**src/rtl/core/key_matrix_hid_report_engine_core_macros.svh**
```systemverilog
// Assertion helpers for the report engine core
`ifndef KEY_MATRIX_HID_REPORT_ENGINE_CORE_MACROS_SVH
`define KEY_MATRIX_HID_REPORT_ENGINE_CORE_MACROS_SVH

`define KMH_ASSERT_IMPL(label, clk, rst, ante, cons) \
   label: assert property (@(posedge clk) disable iff (rst) (ante) |-> (cons)) \
      else $error("assertion failed");

`define KMH_ASSERT_NEXT(label, clk, rst, ante, cons) \
   label: assert property (@(posedge clk) disable iff (rst) (ante) |=> (cons)) \
      else $error("assertion failed");

`endif

```
**src/rtl/core/kmh_pkg.sv**
```systemverilog
`default_nettype none
package kmh_pkg;

   typedef enum logic [1:0] {
      OP_SAMPLE = 2'd0,
      OP_LOAD   = 2'd1,
      OP_READ   = 2'd2,
      OP_NOP    = 2'd3
   } opcode_type;

   typedef enum logic [1:0] {
      CSR_PATTERN = 2'd0,
      CSR_FN      = 2'd1,
      CSR_SWAP    = 2'd2,
      CSR_NONE    = 2'd3
   } csr_index_type;

   typedef enum logic [3:0] {
      ST_IDLE,
      ST_HIST,
      ST_EVAL,
      ST_MAP,
      ST_CLASS,
      ST_SEARCH,
      ST_SHIFT,
      ST_BMRD,
      ST_BMWR,
      ST_DONE
   } state_type;

   localparam logic [7:0] MOD_FIRST = 8'hE0;
   localparam int         MAX_SLOTS = 6;

   typedef struct packed {
      logic [1:0] opcode;
      logic [2:0] row;
      logic [3:0] col;
      logic [1:0] layer;
      logic [7:0] entry_code;
      logic       sample_level;
      logic [4:0] byte_index;
   } req_type;

   typedef struct packed {
      logic [7:0] modifier_bits;
      logic [7:0] slot0;
      logic [7:0] slot1;
      logic [7:0] slot2;
      logic [7:0] slot3;
      logic [7:0] slot4;
      logic [7:0] slot5;
      logic       report_ready;
      logic [7:0] bitmap_byte;
   } rsp_type;

   // sequencer to slot unit
   typedef struct packed {
      logic       clear;
      logic       cmp;
      logic       shift;
      logic       append;
      logic [2:0] idx;
      logic [7:0] code;
   } slot_ctl_type;

endpackage
`default_nettype wire

```
**src/rtl/core/kmh_slots.sv**
```systemverilog
`default_nettype none
// rollover list; one compare or one shift step per cycle
module kmh_slots
   import kmh_pkg::*;
#(
   parameter int SLOTS = 6
) (
   input  wire logic         clock,
   input  wire logic         reset,
   input  wire slot_ctl_type ctl,
   output logic              hit,
   output logic [2:0]        count,
   output logic [7:0]        slots [MAX_SLOTS]
);
   logic [7:0] slot_ff [MAX_SLOTS];
   logic [2:0] count_ff;

   always_comb begin
      hit = (slot_ff[ctl.idx < 3'(MAX_SLOTS) ? ctl.idx : 3'd0] == ctl.code);
      count = count_ff;
      for (int i = 0; i < MAX_SLOTS; i++) begin
         slots[i] = (i < SLOTS) ? slot_ff[i] : 8'd0;
      end
   end

   always_ff @(posedge clock) begin
      if (reset) begin
         for (int i = 0; i < MAX_SLOTS; i++) slot_ff[i] <= 8'd0;
         count_ff <= 3'd0;
      end else if (ctl.append) begin
         slot_ff[ctl.idx] <= ctl.code;
         count_ff <= count_ff + 3'd1;
      end else if (ctl.shift) begin
         if (ctl.idx + 3'd1 < count_ff) begin
            slot_ff[ctl.idx] <= slot_ff[ctl.idx + 3'd1];
         end else begin
            slot_ff[ctl.idx] <= 8'd0;
            count_ff <= count_ff - 3'd1;
         end
      end
   end
endmodule
`default_nettype wire

```
**src/rtl/core/key_matrix_hid_report_engine_core.sv**
```systemverilog
// Keyboard matrix debounce and HID report engine.
// req_ channel: one operation a beat (sample, keymap load, bitmap read).
// rsp_ channel: one report beat for every request beat, in order.
// csr_ channel: writes debounce pattern, fn, swap and none codes; the user
// must write only while idle, the block does not enforce it. Always ready.
// After acceptance, every request passes a history read and an evaluate
// step; a bitmap read adds a bitmap step; a key event adds a keymap read
// and a classify step, a press with the list full then a bitmap read and
// write, a release a list search, then a shift or, if not found, a bitmap write.
// The list is walked one slot a cycle through a single compare/shift unit,
// and history, keymap and bitmap memories each take one registered read.
// One request in flight at a time: req_ready is low from acceptance until
// the response beat is taken, so a new request is accepted only after
// rsp_valid has fallen.
// Reset: a clearing pass over max(ROWS*COLS, BITMAP_BYTES) addresses (84 by
// default) zeroes history, stable states and bitmap, with req_ready low;
// modifiers and list clear at once; the keymap is undefined until loaded.
// A stalled receiver holds the response steady and blocks new requests.
`default_nettype none
module key_matrix_hid_report_engine_core
   import kmh_pkg::*;
#(
   parameter int ROWS = 6,
   parameter int COLS = 14,
   parameter int LAYERS = 3,
   parameter int BITMAP_BYTES = 16,
   parameter int SLOTS = 6
) (
   input  wire logic       clock,
   input  wire logic       reset,
   input  wire logic       req_valid,
   output logic            req_ready,
   input  wire req_type    req_data,
   output logic            rsp_valid,
   input  wire logic       rsp_ready,
   output rsp_type         rsp_data,
   input  wire logic       csr_valid,
   output logic            csr_ready,
   input  wire logic [1:0] csr_index,
   input  wire logic [7:0] csr_wdata
);
   localparam int KEYS = ROWS * COLS;
   localparam int KW = (KEYS > 1) ? $clog2(KEYS) : 1;
   localparam int MW = (LAYERS * KEYS > 1) ? $clog2(LAYERS * KEYS) : 1;
   localparam int BW = (BITMAP_BYTES > 1) ? $clog2(BITMAP_BYTES) : 1;
   localparam int SWEEP = (KEYS > BITMAP_BYTES) ? KEYS : BITMAP_BYTES;
   localparam int SW = $clog2(SWEEP + 1);

   logic [7:0] pattern_ff, fn_code_ff, swap_code_ff, none_code_ff;
   // bit 8: stable state, bits 7:0: history
   logic [8:0] hist_mem [KEYS];
   logic [7:0] map_mem [LAYERS * KEYS];
   logic [7:0] bm_mem [BITMAP_BYTES];
   logic [8:0] hist_rd_ff;
   logic [7:0] map_rd_ff, bm_rd_ff;

   state_type state_ff, state_in;
   req_type   req_ff;
   logic [KW-1:0] key_ff;
   logic       in_matrix_ff;
   logic       fn_held_ff, swap_held_ff;
   logic [7:0] mod_ff;
   logic       pressed_ff, pressed_in;
   logic       ready_ff, ready_in;
   logic [7:0] bbyte_ff, bbyte_in;
   logic [7:0] code_ff, code_in;
   logic [2:0] idx_ff, idx_in;
   logic [7:0] hist_new;
   logic [8:0] hist_wdata;
   logic [1:0] act_layer;
   logic [MW-1:0] map_addr;
   logic [BW-1:0] bm_addr;
   logic       bm_ok;
   logic       rsp_valid_ff;
   slot_ctl_type ctl;
   logic       hit;
   logic [2:0] count;
   logic [7:0] slots [MAX_SLOTS];
   logic       hist_we, map_we, bm_we, fn_we, swap_we, mod_we;
   logic [7:0] bm_wdata, mod_in;
   logic [SW-1:0] sweep_ff;
   logic        sweeping;

   assign sweeping = (sweep_ff < SW'(SWEEP));
   assign csr_ready = 1'b1;
   assign req_ready = (state_ff == ST_IDLE) && !rsp_valid_ff && !sweeping;
   assign rsp_valid = rsp_valid_ff;

   always_ff @(posedge clock) begin
      if (reset) begin
         pattern_ff <= 8'hFF;
         fn_code_ff <= 8'hF0;
         swap_code_ff <= 8'hF1;
         none_code_ff <= 8'h00;
      end else if (csr_valid) begin
         case (csr_index_type'(csr_index))
            CSR_PATTERN: pattern_ff <= csr_wdata;
            CSR_FN: fn_code_ff <= csr_wdata;
            CSR_SWAP: swap_code_ff <= csr_wdata;
            CSR_NONE: none_code_ff <= csr_wdata;
            default: ;
         endcase
      end
   end

   assign hist_new = {hist_rd_ff[6:0], req_ff.sample_level};
   assign act_layer = (fn_held_ff && LAYERS > 1) ? 2'd1 :
                      (swap_held_ff && LAYERS > 2) ? 2'd2 : 2'd0;
   assign map_addr = MW'(32'(act_layer) * KEYS + 32'(key_ff));
   assign bm_addr = BW'(code_ff[7:3]);
   assign bm_ok = 32'(code_ff[7:3]) < BITMAP_BYTES;

   // clearing pass after reset shares the write ports
   always_ff @(posedge clock) begin
      hist_rd_ff <= hist_mem[key_ff];
      map_rd_ff <= map_mem[map_addr];
      bm_rd_ff <= bm_mem[bm_addr];
      if (sweeping) begin
         if (32'(sweep_ff) < KEYS) hist_mem[KW'(sweep_ff)] <= 9'd0;
         if (32'(sweep_ff) < BITMAP_BYTES) bm_mem[BW'(sweep_ff)] <= 8'd0;
      end else begin
         if (hist_we) hist_mem[key_ff] <= hist_wdata;
         if (bm_we) bm_mem[bm_addr] <= bm_wdata;
      end
      if (map_we) map_mem[MW'(32'(req_ff.layer) * KEYS + 32'(key_ff))] <= req_ff.entry_code;
   end

   always_ff @(posedge clock) begin
      if (reset) begin
         state_ff <= ST_IDLE;
         rsp_valid_ff <= 1'b0;
         fn_held_ff <= 1'b0;
         swap_held_ff <= 1'b0;
         mod_ff <= 8'd0;
         sweep_ff <= '0;
      end else begin
         state_ff <= state_in;
         if (sweeping) sweep_ff <= sweep_ff + 1'b1;
         if (state_ff == ST_DONE) rsp_valid_ff <= 1'b1;
         else if (rsp_ready) rsp_valid_ff <= 1'b0;
         if (fn_we) fn_held_ff <= pressed_ff;
         if (swap_we) swap_held_ff <= pressed_ff;
         if (mod_we) mod_ff <= mod_in;
      end
   end

   always_ff @(posedge clock) begin
      if (req_valid && req_ready) begin
         req_ff <= req_data;
         key_ff <= KW'(32'(req_data.row) * COLS + 32'(req_data.col));
         in_matrix_ff <= (32'(req_data.row) < ROWS) && (32'(req_data.col) < COLS);
      end
      pressed_ff <= pressed_in;
      ready_ff <= ready_in;
      bbyte_ff <= bbyte_in;
      code_ff <= code_in;
      idx_ff <= idx_in;
   end

   kmh_slots #(.SLOTS(SLOTS)) u_slots (
      .clock(clock), .reset(reset), .ctl(ctl),
      .hit(hit), .count(count), .slots(slots)
   );

   always_comb begin
      state_in = state_ff;
      pressed_in = pressed_ff;
      ready_in = ready_ff;
      bbyte_in = bbyte_ff;
      code_in = code_ff;
      idx_in = idx_ff;
      ctl = '0;
      ctl.idx = idx_ff;
      ctl.code = code_ff;
      hist_we = 1'b0; map_we = 1'b0; bm_we = 1'b0;
      fn_we = 1'b0; swap_we = 1'b0; mod_we = 1'b0;
      hist_wdata = {hist_rd_ff[8], hist_new};
      bm_wdata = bm_rd_ff;
      mod_in = mod_ff;
      case (state_ff)
         ST_IDLE: begin
            if (req_valid && req_ready && !sweeping) begin
               ready_in = 1'b0;
               bbyte_in = 8'd0;
               code_in = {req_data.byte_index, 3'd0};
               state_in = ST_HIST;
            end
         end
         // history and bitmap reads in flight
         ST_HIST: state_in = ST_EVAL;
         ST_EVAL: begin
            code_in = {3'd0, req_ff.byte_index};
            state_in = ST_DONE;
            case (opcode_type'(req_ff.opcode))
               OP_SAMPLE: begin
                  if (in_matrix_ff) begin
                     hist_we = 1'b1;
                     if (hist_new == pattern_ff && !hist_rd_ff[8]) begin
                        pressed_in = 1'b1; hist_wdata = {1'b1, hist_new};
                        state_in = ST_MAP;
                     end else if (hist_new == 8'd0 && hist_rd_ff[8]) begin
                        pressed_in = 1'b0; hist_wdata = {1'b0, hist_new};
                        state_in = ST_MAP;
                     end
                  end
               end
               OP_LOAD: map_we = in_matrix_ff && (32'(req_ff.layer) < LAYERS);
               OP_READ: begin
                  code_in = {req_ff.byte_index, 3'd0};
                  state_in = ST_BMRD;
               end
               default: ;
            endcase
         end
         ST_BMRD: begin
            if (opcode_type'(req_ff.opcode) == OP_READ) begin
               bbyte_in = (32'(req_ff.byte_index) < BITMAP_BYTES) ? bm_rd_ff : 8'd0;
               state_in = ST_DONE;
            end else begin
               state_in = ST_BMWR;
            end
         end
         ST_MAP: state_in = ST_CLASS;
         ST_CLASS: begin
            code_in = map_rd_ff;
            idx_in = 3'd0;
            state_in = ST_DONE;
            if (map_rd_ff == none_code_ff) begin
            end else if (map_rd_ff == fn_code_ff) begin
               fn_we = 1'b1;
            end else if (map_rd_ff == swap_code_ff) begin
               swap_we = 1'b1;
            end else if (map_rd_ff[7:3] == MOD_FIRST[7:3]) begin
               mod_we = 1'b1;
               mod_in = pressed_ff ? (mod_ff | (8'd1 << map_rd_ff[2:0]))
                                   : (mod_ff & ~(8'd1 << map_rd_ff[2:0]));
            end else begin
               ready_in = 1'b1;
               if (pressed_ff && 32'(count) < SLOTS) begin
                  ctl.append = 1'b1;
                  ctl.idx = count;
                  ctl.code = map_rd_ff;
               end else begin
                  state_in = pressed_ff ? ST_BMRD : ST_SEARCH;
               end
            end
         end
         ST_SEARCH: begin
            if (idx_ff >= count) begin
               state_in = ST_BMWR;
            end else if (hit) begin
               state_in = ST_SHIFT;
            end else begin
               idx_in = idx_ff + 3'd1;
            end
         end
         ST_SHIFT: begin
            ctl.shift = 1'b1;
            idx_in = idx_ff + 3'd1;
            if (idx_ff + 3'd1 >= count) state_in = ST_DONE;
         end
         ST_BMWR: begin
            bm_we = bm_ok;
            bm_wdata = pressed_ff ? (bm_rd_ff | (8'd1 << code_ff[2:0]))
                                  : (bm_rd_ff & ~(8'd1 << code_ff[2:0]));
            state_in = ST_DONE;
         end
         ST_DONE: state_in = ST_IDLE;
         default: state_in = ST_IDLE;
      endcase
   end

   always_ff @(posedge clock) begin
      if (state_ff == ST_DONE) begin
         rsp_data.modifier_bits <= mod_ff;
         rsp_data.slot0 <= slots[0];
         rsp_data.slot1 <= slots[1];
         rsp_data.slot2 <= slots[2];
         rsp_data.slot3 <= slots[3];
         rsp_data.slot4 <= slots[4];
         rsp_data.slot5 <= slots[5];
         rsp_data.report_ready <= ready_ff;
         rsp_data.bitmap_byte <= bbyte_ff;
      end
   end

`include "key_matrix_hid_report_engine_core_macros.svh"
   `KMH_ASSERT_IMPL(a_busy_no_ready, clock, reset, state_ff != ST_IDLE, !req_ready)
   `KMH_ASSERT_NEXT(a_done_valid, clock, reset, state_ff == ST_DONE, rsp_valid)
   `KMH_ASSERT_IMPL(a_count_range, clock, reset, 1'b1, 32'(count) <= SLOTS)
endmodule
`default_nettype wire
```
**config.mk**
```make
export PLATFORM = sky130hd
export DESIGN_NAME = key_matrix_hid_report_engine_core
export DESIGN_NICKNAME = d
export VERILOG_FILES = /design/src/rtl/core/kmh_pkg.sv /design/src/rtl/core/kmh_slots.sv /design/src/rtl/core/key_matrix_hid_report_engine_core.sv
export VERILOG_INCLUDE_DIRS = /design/src /design/src/rtl/core
export SDC_FILE = /design/constraint.sdc
export NUM_CORES = 2
export LEC_CHECK = 0
export ABC_AREA = 0
export BUFFER_PORTS_ARGS = -buffer_cell sky130_fd_sc_hd__buf_2
export CAP_MARGIN = 0
export CORE_UTILIZATION = 50
export DETAILED_ROUTE_END_ITERATION = 12
export GPL_TIMING_DRIVEN = 0
export PLACE_DENSITY = 0.72
export SYNTH_ARGS = -nofsm -noshare
export SYNTH_HDL_FRONTEND = slang
export SYNTH_SLANG_ARGS = --single-unit
```
**constraint.sdc**
```tcl
create_clock -name clock -period 5.96 [get_ports clock]
set_input_delay 0 -clock clock [delete_from_list [all_inputs] [get_ports clock]]
set_output_delay 0 -clock clock [all_outputs]
set_load 0.005 [all_outputs]
```
==> flow_summary.toml <==
[placement]
port_buffers = 105
place_ws_ps = -1140
dp_cells = 8947
hpwlAfterDp_microns = 213000
dpl-instance-area_sq_um = 128000
gp_congestion = 0.976

[logic_synthesis]
synth_common_cells = "edfxtp_1 (2992), mux4_2 (927), nor2_1 (487)"
synth_area_sq_um = 121000
ys_seq_area_share_pct = 75.7
synth_fp_nets = 5640
netlist_top_cells_area = "edfxtp_1 (74%), mux4_2 (17%), nor2_1 (1.5%)"
synth_edf_count = 2992
yosys_warnings = 0
synthArstFlopShare_pct = 0
yosys.area.top_type = "edfxtp_1"
synth_seq_cells = 3073
synth_flop_cell = "edfxtp_1"
synthCells = 5564
syn_avg_cell_area_sq_um = 21.7
synth.most_common_cell = "edfxtp_1"
yosysTopAreaCellShare_pct = 74.4
yosys.cell_types.count = 80

[global_routing]
use_met1_pct = 35.3
grt_busiest_layer = "met2"
grt_overflow = 0
grt_usage_pct = 26.3
grt_pass1_wl_microns = 452000
met3_usage_pct = 5.53
grt_max_degree = 85
grt_pass1_vias = 61731
use_met2_pct = 41.8
antenna_found_initial = 22

[drt]
vias_per_cell = 6.45
first_pass_iters = 5
routed_wl_microns = 319000
wl_per_cell_microns = 33.3
drtIter0Drc = 8260
num_vias = 61865
drc = 0
ant_nets = 0

[finish]
syn_to_final_growth_pct = 15.1
final-instance-count-excl-fill = 9598
fillers = 16604
fin_area_sq_um = 139000
nets = 6246
drive_gt1_share_pct = 28.6

[cts]
clk_path_buf_depth = 4
root_buffer = "clkbuf_16"
cts_tree = "built"
htree_num_levels = 5
numCtsBuffers = 319
cts.sink_count = 3073
clkTransAtPathRegs_ps = 60
clock_latency_ps = 950

[worst_setup_path]
critPathLaunchType = "flop"
ff2ff_path_depth = 9
worstSetupPathType = "flop to flop"
reg2reg_to = "map_rd_ff[5]"
r2r_setup_slack_ps = -290
crit_required_ps = 6690
worstPathArrival_ps = 6980
regToRegStartpoint = "key_ff[2]"
worst-path-max-fanout = 10
cp-end-kind = "flop"

[die]
die_area_sq_um = 244000
floorplan.initialDensity_pct = 50.3
dieHeight_microns = 493
io_pins = 108
rows = 180
die_x_microns = 493
core_area_sq_um = 240000

[hold_path]
min_path_type = "input pin to flop"
min_to = "fn_code_ff[5]"
hold_start = "csr_wdata[5]"
hold_path_depth = 5

[pwr]
ir_drop_mv = 0.260
p_leak_nw = 44.7
p_per_area_nw_per_um2 = 309

[timing]
setup_viol = 69
worst-slew-pin-transition_ps = 1580
setup-tns-final_ps = -2570
maxSlewViolCount = 22
clock_skew_ps = 60.8
slew_headroom_pct = -5.47
fin_ws_ps = -291
fin_hold_ws_ps = 88.0
max_freq_ghz = 0.160
post-route-period-util_pct = 105
hold_viol_final = 0
period_minus_slack_ps = 6250
grt_setup_unrepaired = "yes"

[run_status]
outcome = "finished with violations"
violations = "capacitance limit, slew limit, setup timing"

[flow_run]
max_cap_viol_count = 2
flip-flops by register name (all words and copies together), names as in the netlist, 17 cells and up, named ones only:
| name | count |
|---|---|
| rsp_data | 65 |
| hist_mem | 672 |
| bm_mem | 128 |
| map_mem | 2016 |
| u_slots.slot_ff | 64 |
| req_ff | 17 |
layout make-up:
cell class / count / area (sq um) / area share (%)
Antenna cell: 8 / 20.0 / 0.0144
Sequential cell: 3073 / 91500 / 65.8
Clock inverter: 162 / 1430 / 1.03
Inverter: 40 / 150 / 0.108
Timing Repair Buffer: 286 / 3780 / 2.72
Buffer: 299 / 1290 / 0.931
Tap cell: 3185 / 3990 / 2.87
Clock buffer: 394 / 8480 / 6.09
Multi-Input combinational cell: 2151 / 28500 / 20.5
through the flow:
step	total power (W)	util, %
CTS	0.0431	57.7
floorplan	0.0240	-
global route	0.0438	57.9
detailed placement	0.0241	53.2
finish	0.0430	57.9
global placement	0.0241	52.1
worst max-delay path by stage:
stage | start | endpoint | slack [ps] | depth (start not counted)
CTS | key_ff[0] | map_mem[49][4] | -130 | 12
global route | key_ff[0] | map_mem[37][0] | -60 | 12
detailed placement | key_ff[1] | map_mem[50][0] | -1140 | 10
global placement | state_ff[0] | hist_mem[14][8] | -1880 | 6
finish | key_ff[2] | map_rd_ff[5] | -290 | 9
floorplan | state_ff[0] | hist_mem[0][8] | 1260 | 6
where the power goes:
group / switching (W) / internal, W
registers: 0.0000346 / 0.0234
clock network: 0.00807 / 0.0112
logic: 0.000178 / 0.000133
total: 0.00829 / 0.0347
critical path, cell delays in order (launching register included):
cell and delay (ps):
edfxtp_1 630, ha_1 350, fa_1 500, clkbuf_1 650
clkbuf_1 710, clkbuf_1 1220, mux4_2 510, mux4_2 470
mux2i_1 650, a21oi_1 320
routing by layer:
metal  vias to the layer above  routed length, microns
li1                      24436                       -
met1                     32501                  116000
met2                      4173                  152000
met3                       747                   34000
met4                         8                   16600
met5                         -                      48
what timing repair did:
item                       in CTS  in global routing
setup buffers                   0                  0
setup endpoints to repair    1853               1130
hold buffers                   87                  0
gates resized for setup       100                 95
hold endpoints to repair       80                  0
logic make-up after synthesis:
family                   after synthesis  synth area share (%)
XOR/XNOR                              62                 0.456
other                                  1               0.00310
multiplexers                        1017                  18.0
flip-flops                          3073                  75.7
AO/OA/AOI/OAI                        219                  1.24
adder cells (fa/ha/maj)               36                 0.416
AND/OR/NAND/NOR                      816                  2.96
buffers and inverters                340                  1.14
cell usage in the layout (no fill, tap or decap), drive strengths merged, types with 10 or more instances in the layout:
cell type | synthesis | routed
clkbuf | 185 | 585
ha | 29 | 29
nand2b | 21 | 21
nand3 | 31 | 31
mux2 | 14 | 14
dlygate4sd3 | 0 | 87
inv | 40 | 53
nand4 | 10 | 10
nor2 | 490 | 490
a211oi | 15 | 15
a21oi | 55 | 55
a21o | 11 | 11
edfxtp | 2992 | 2992
a211o | 14 | 14
o21ai | 47 | 47
nor2b | 27 | 27
xor2 | 36 | 36
a31oi | 12 | 12
and2 | 22 | 22
buf | 115 | 303
mux2i | 76 | 76
xnor2 | 26 | 26
dfxtp | 81 | 81
clkinv | 0 | 117
nor3 | 22 | 22
nor4 | 15 | 15
bufinv | 0 | 25
and3 | 13 | 13
nand2 | 129 | 129
nand3b | 13 | 13
mux4 | 927 | 927
(Power assumes the default switching activity.)
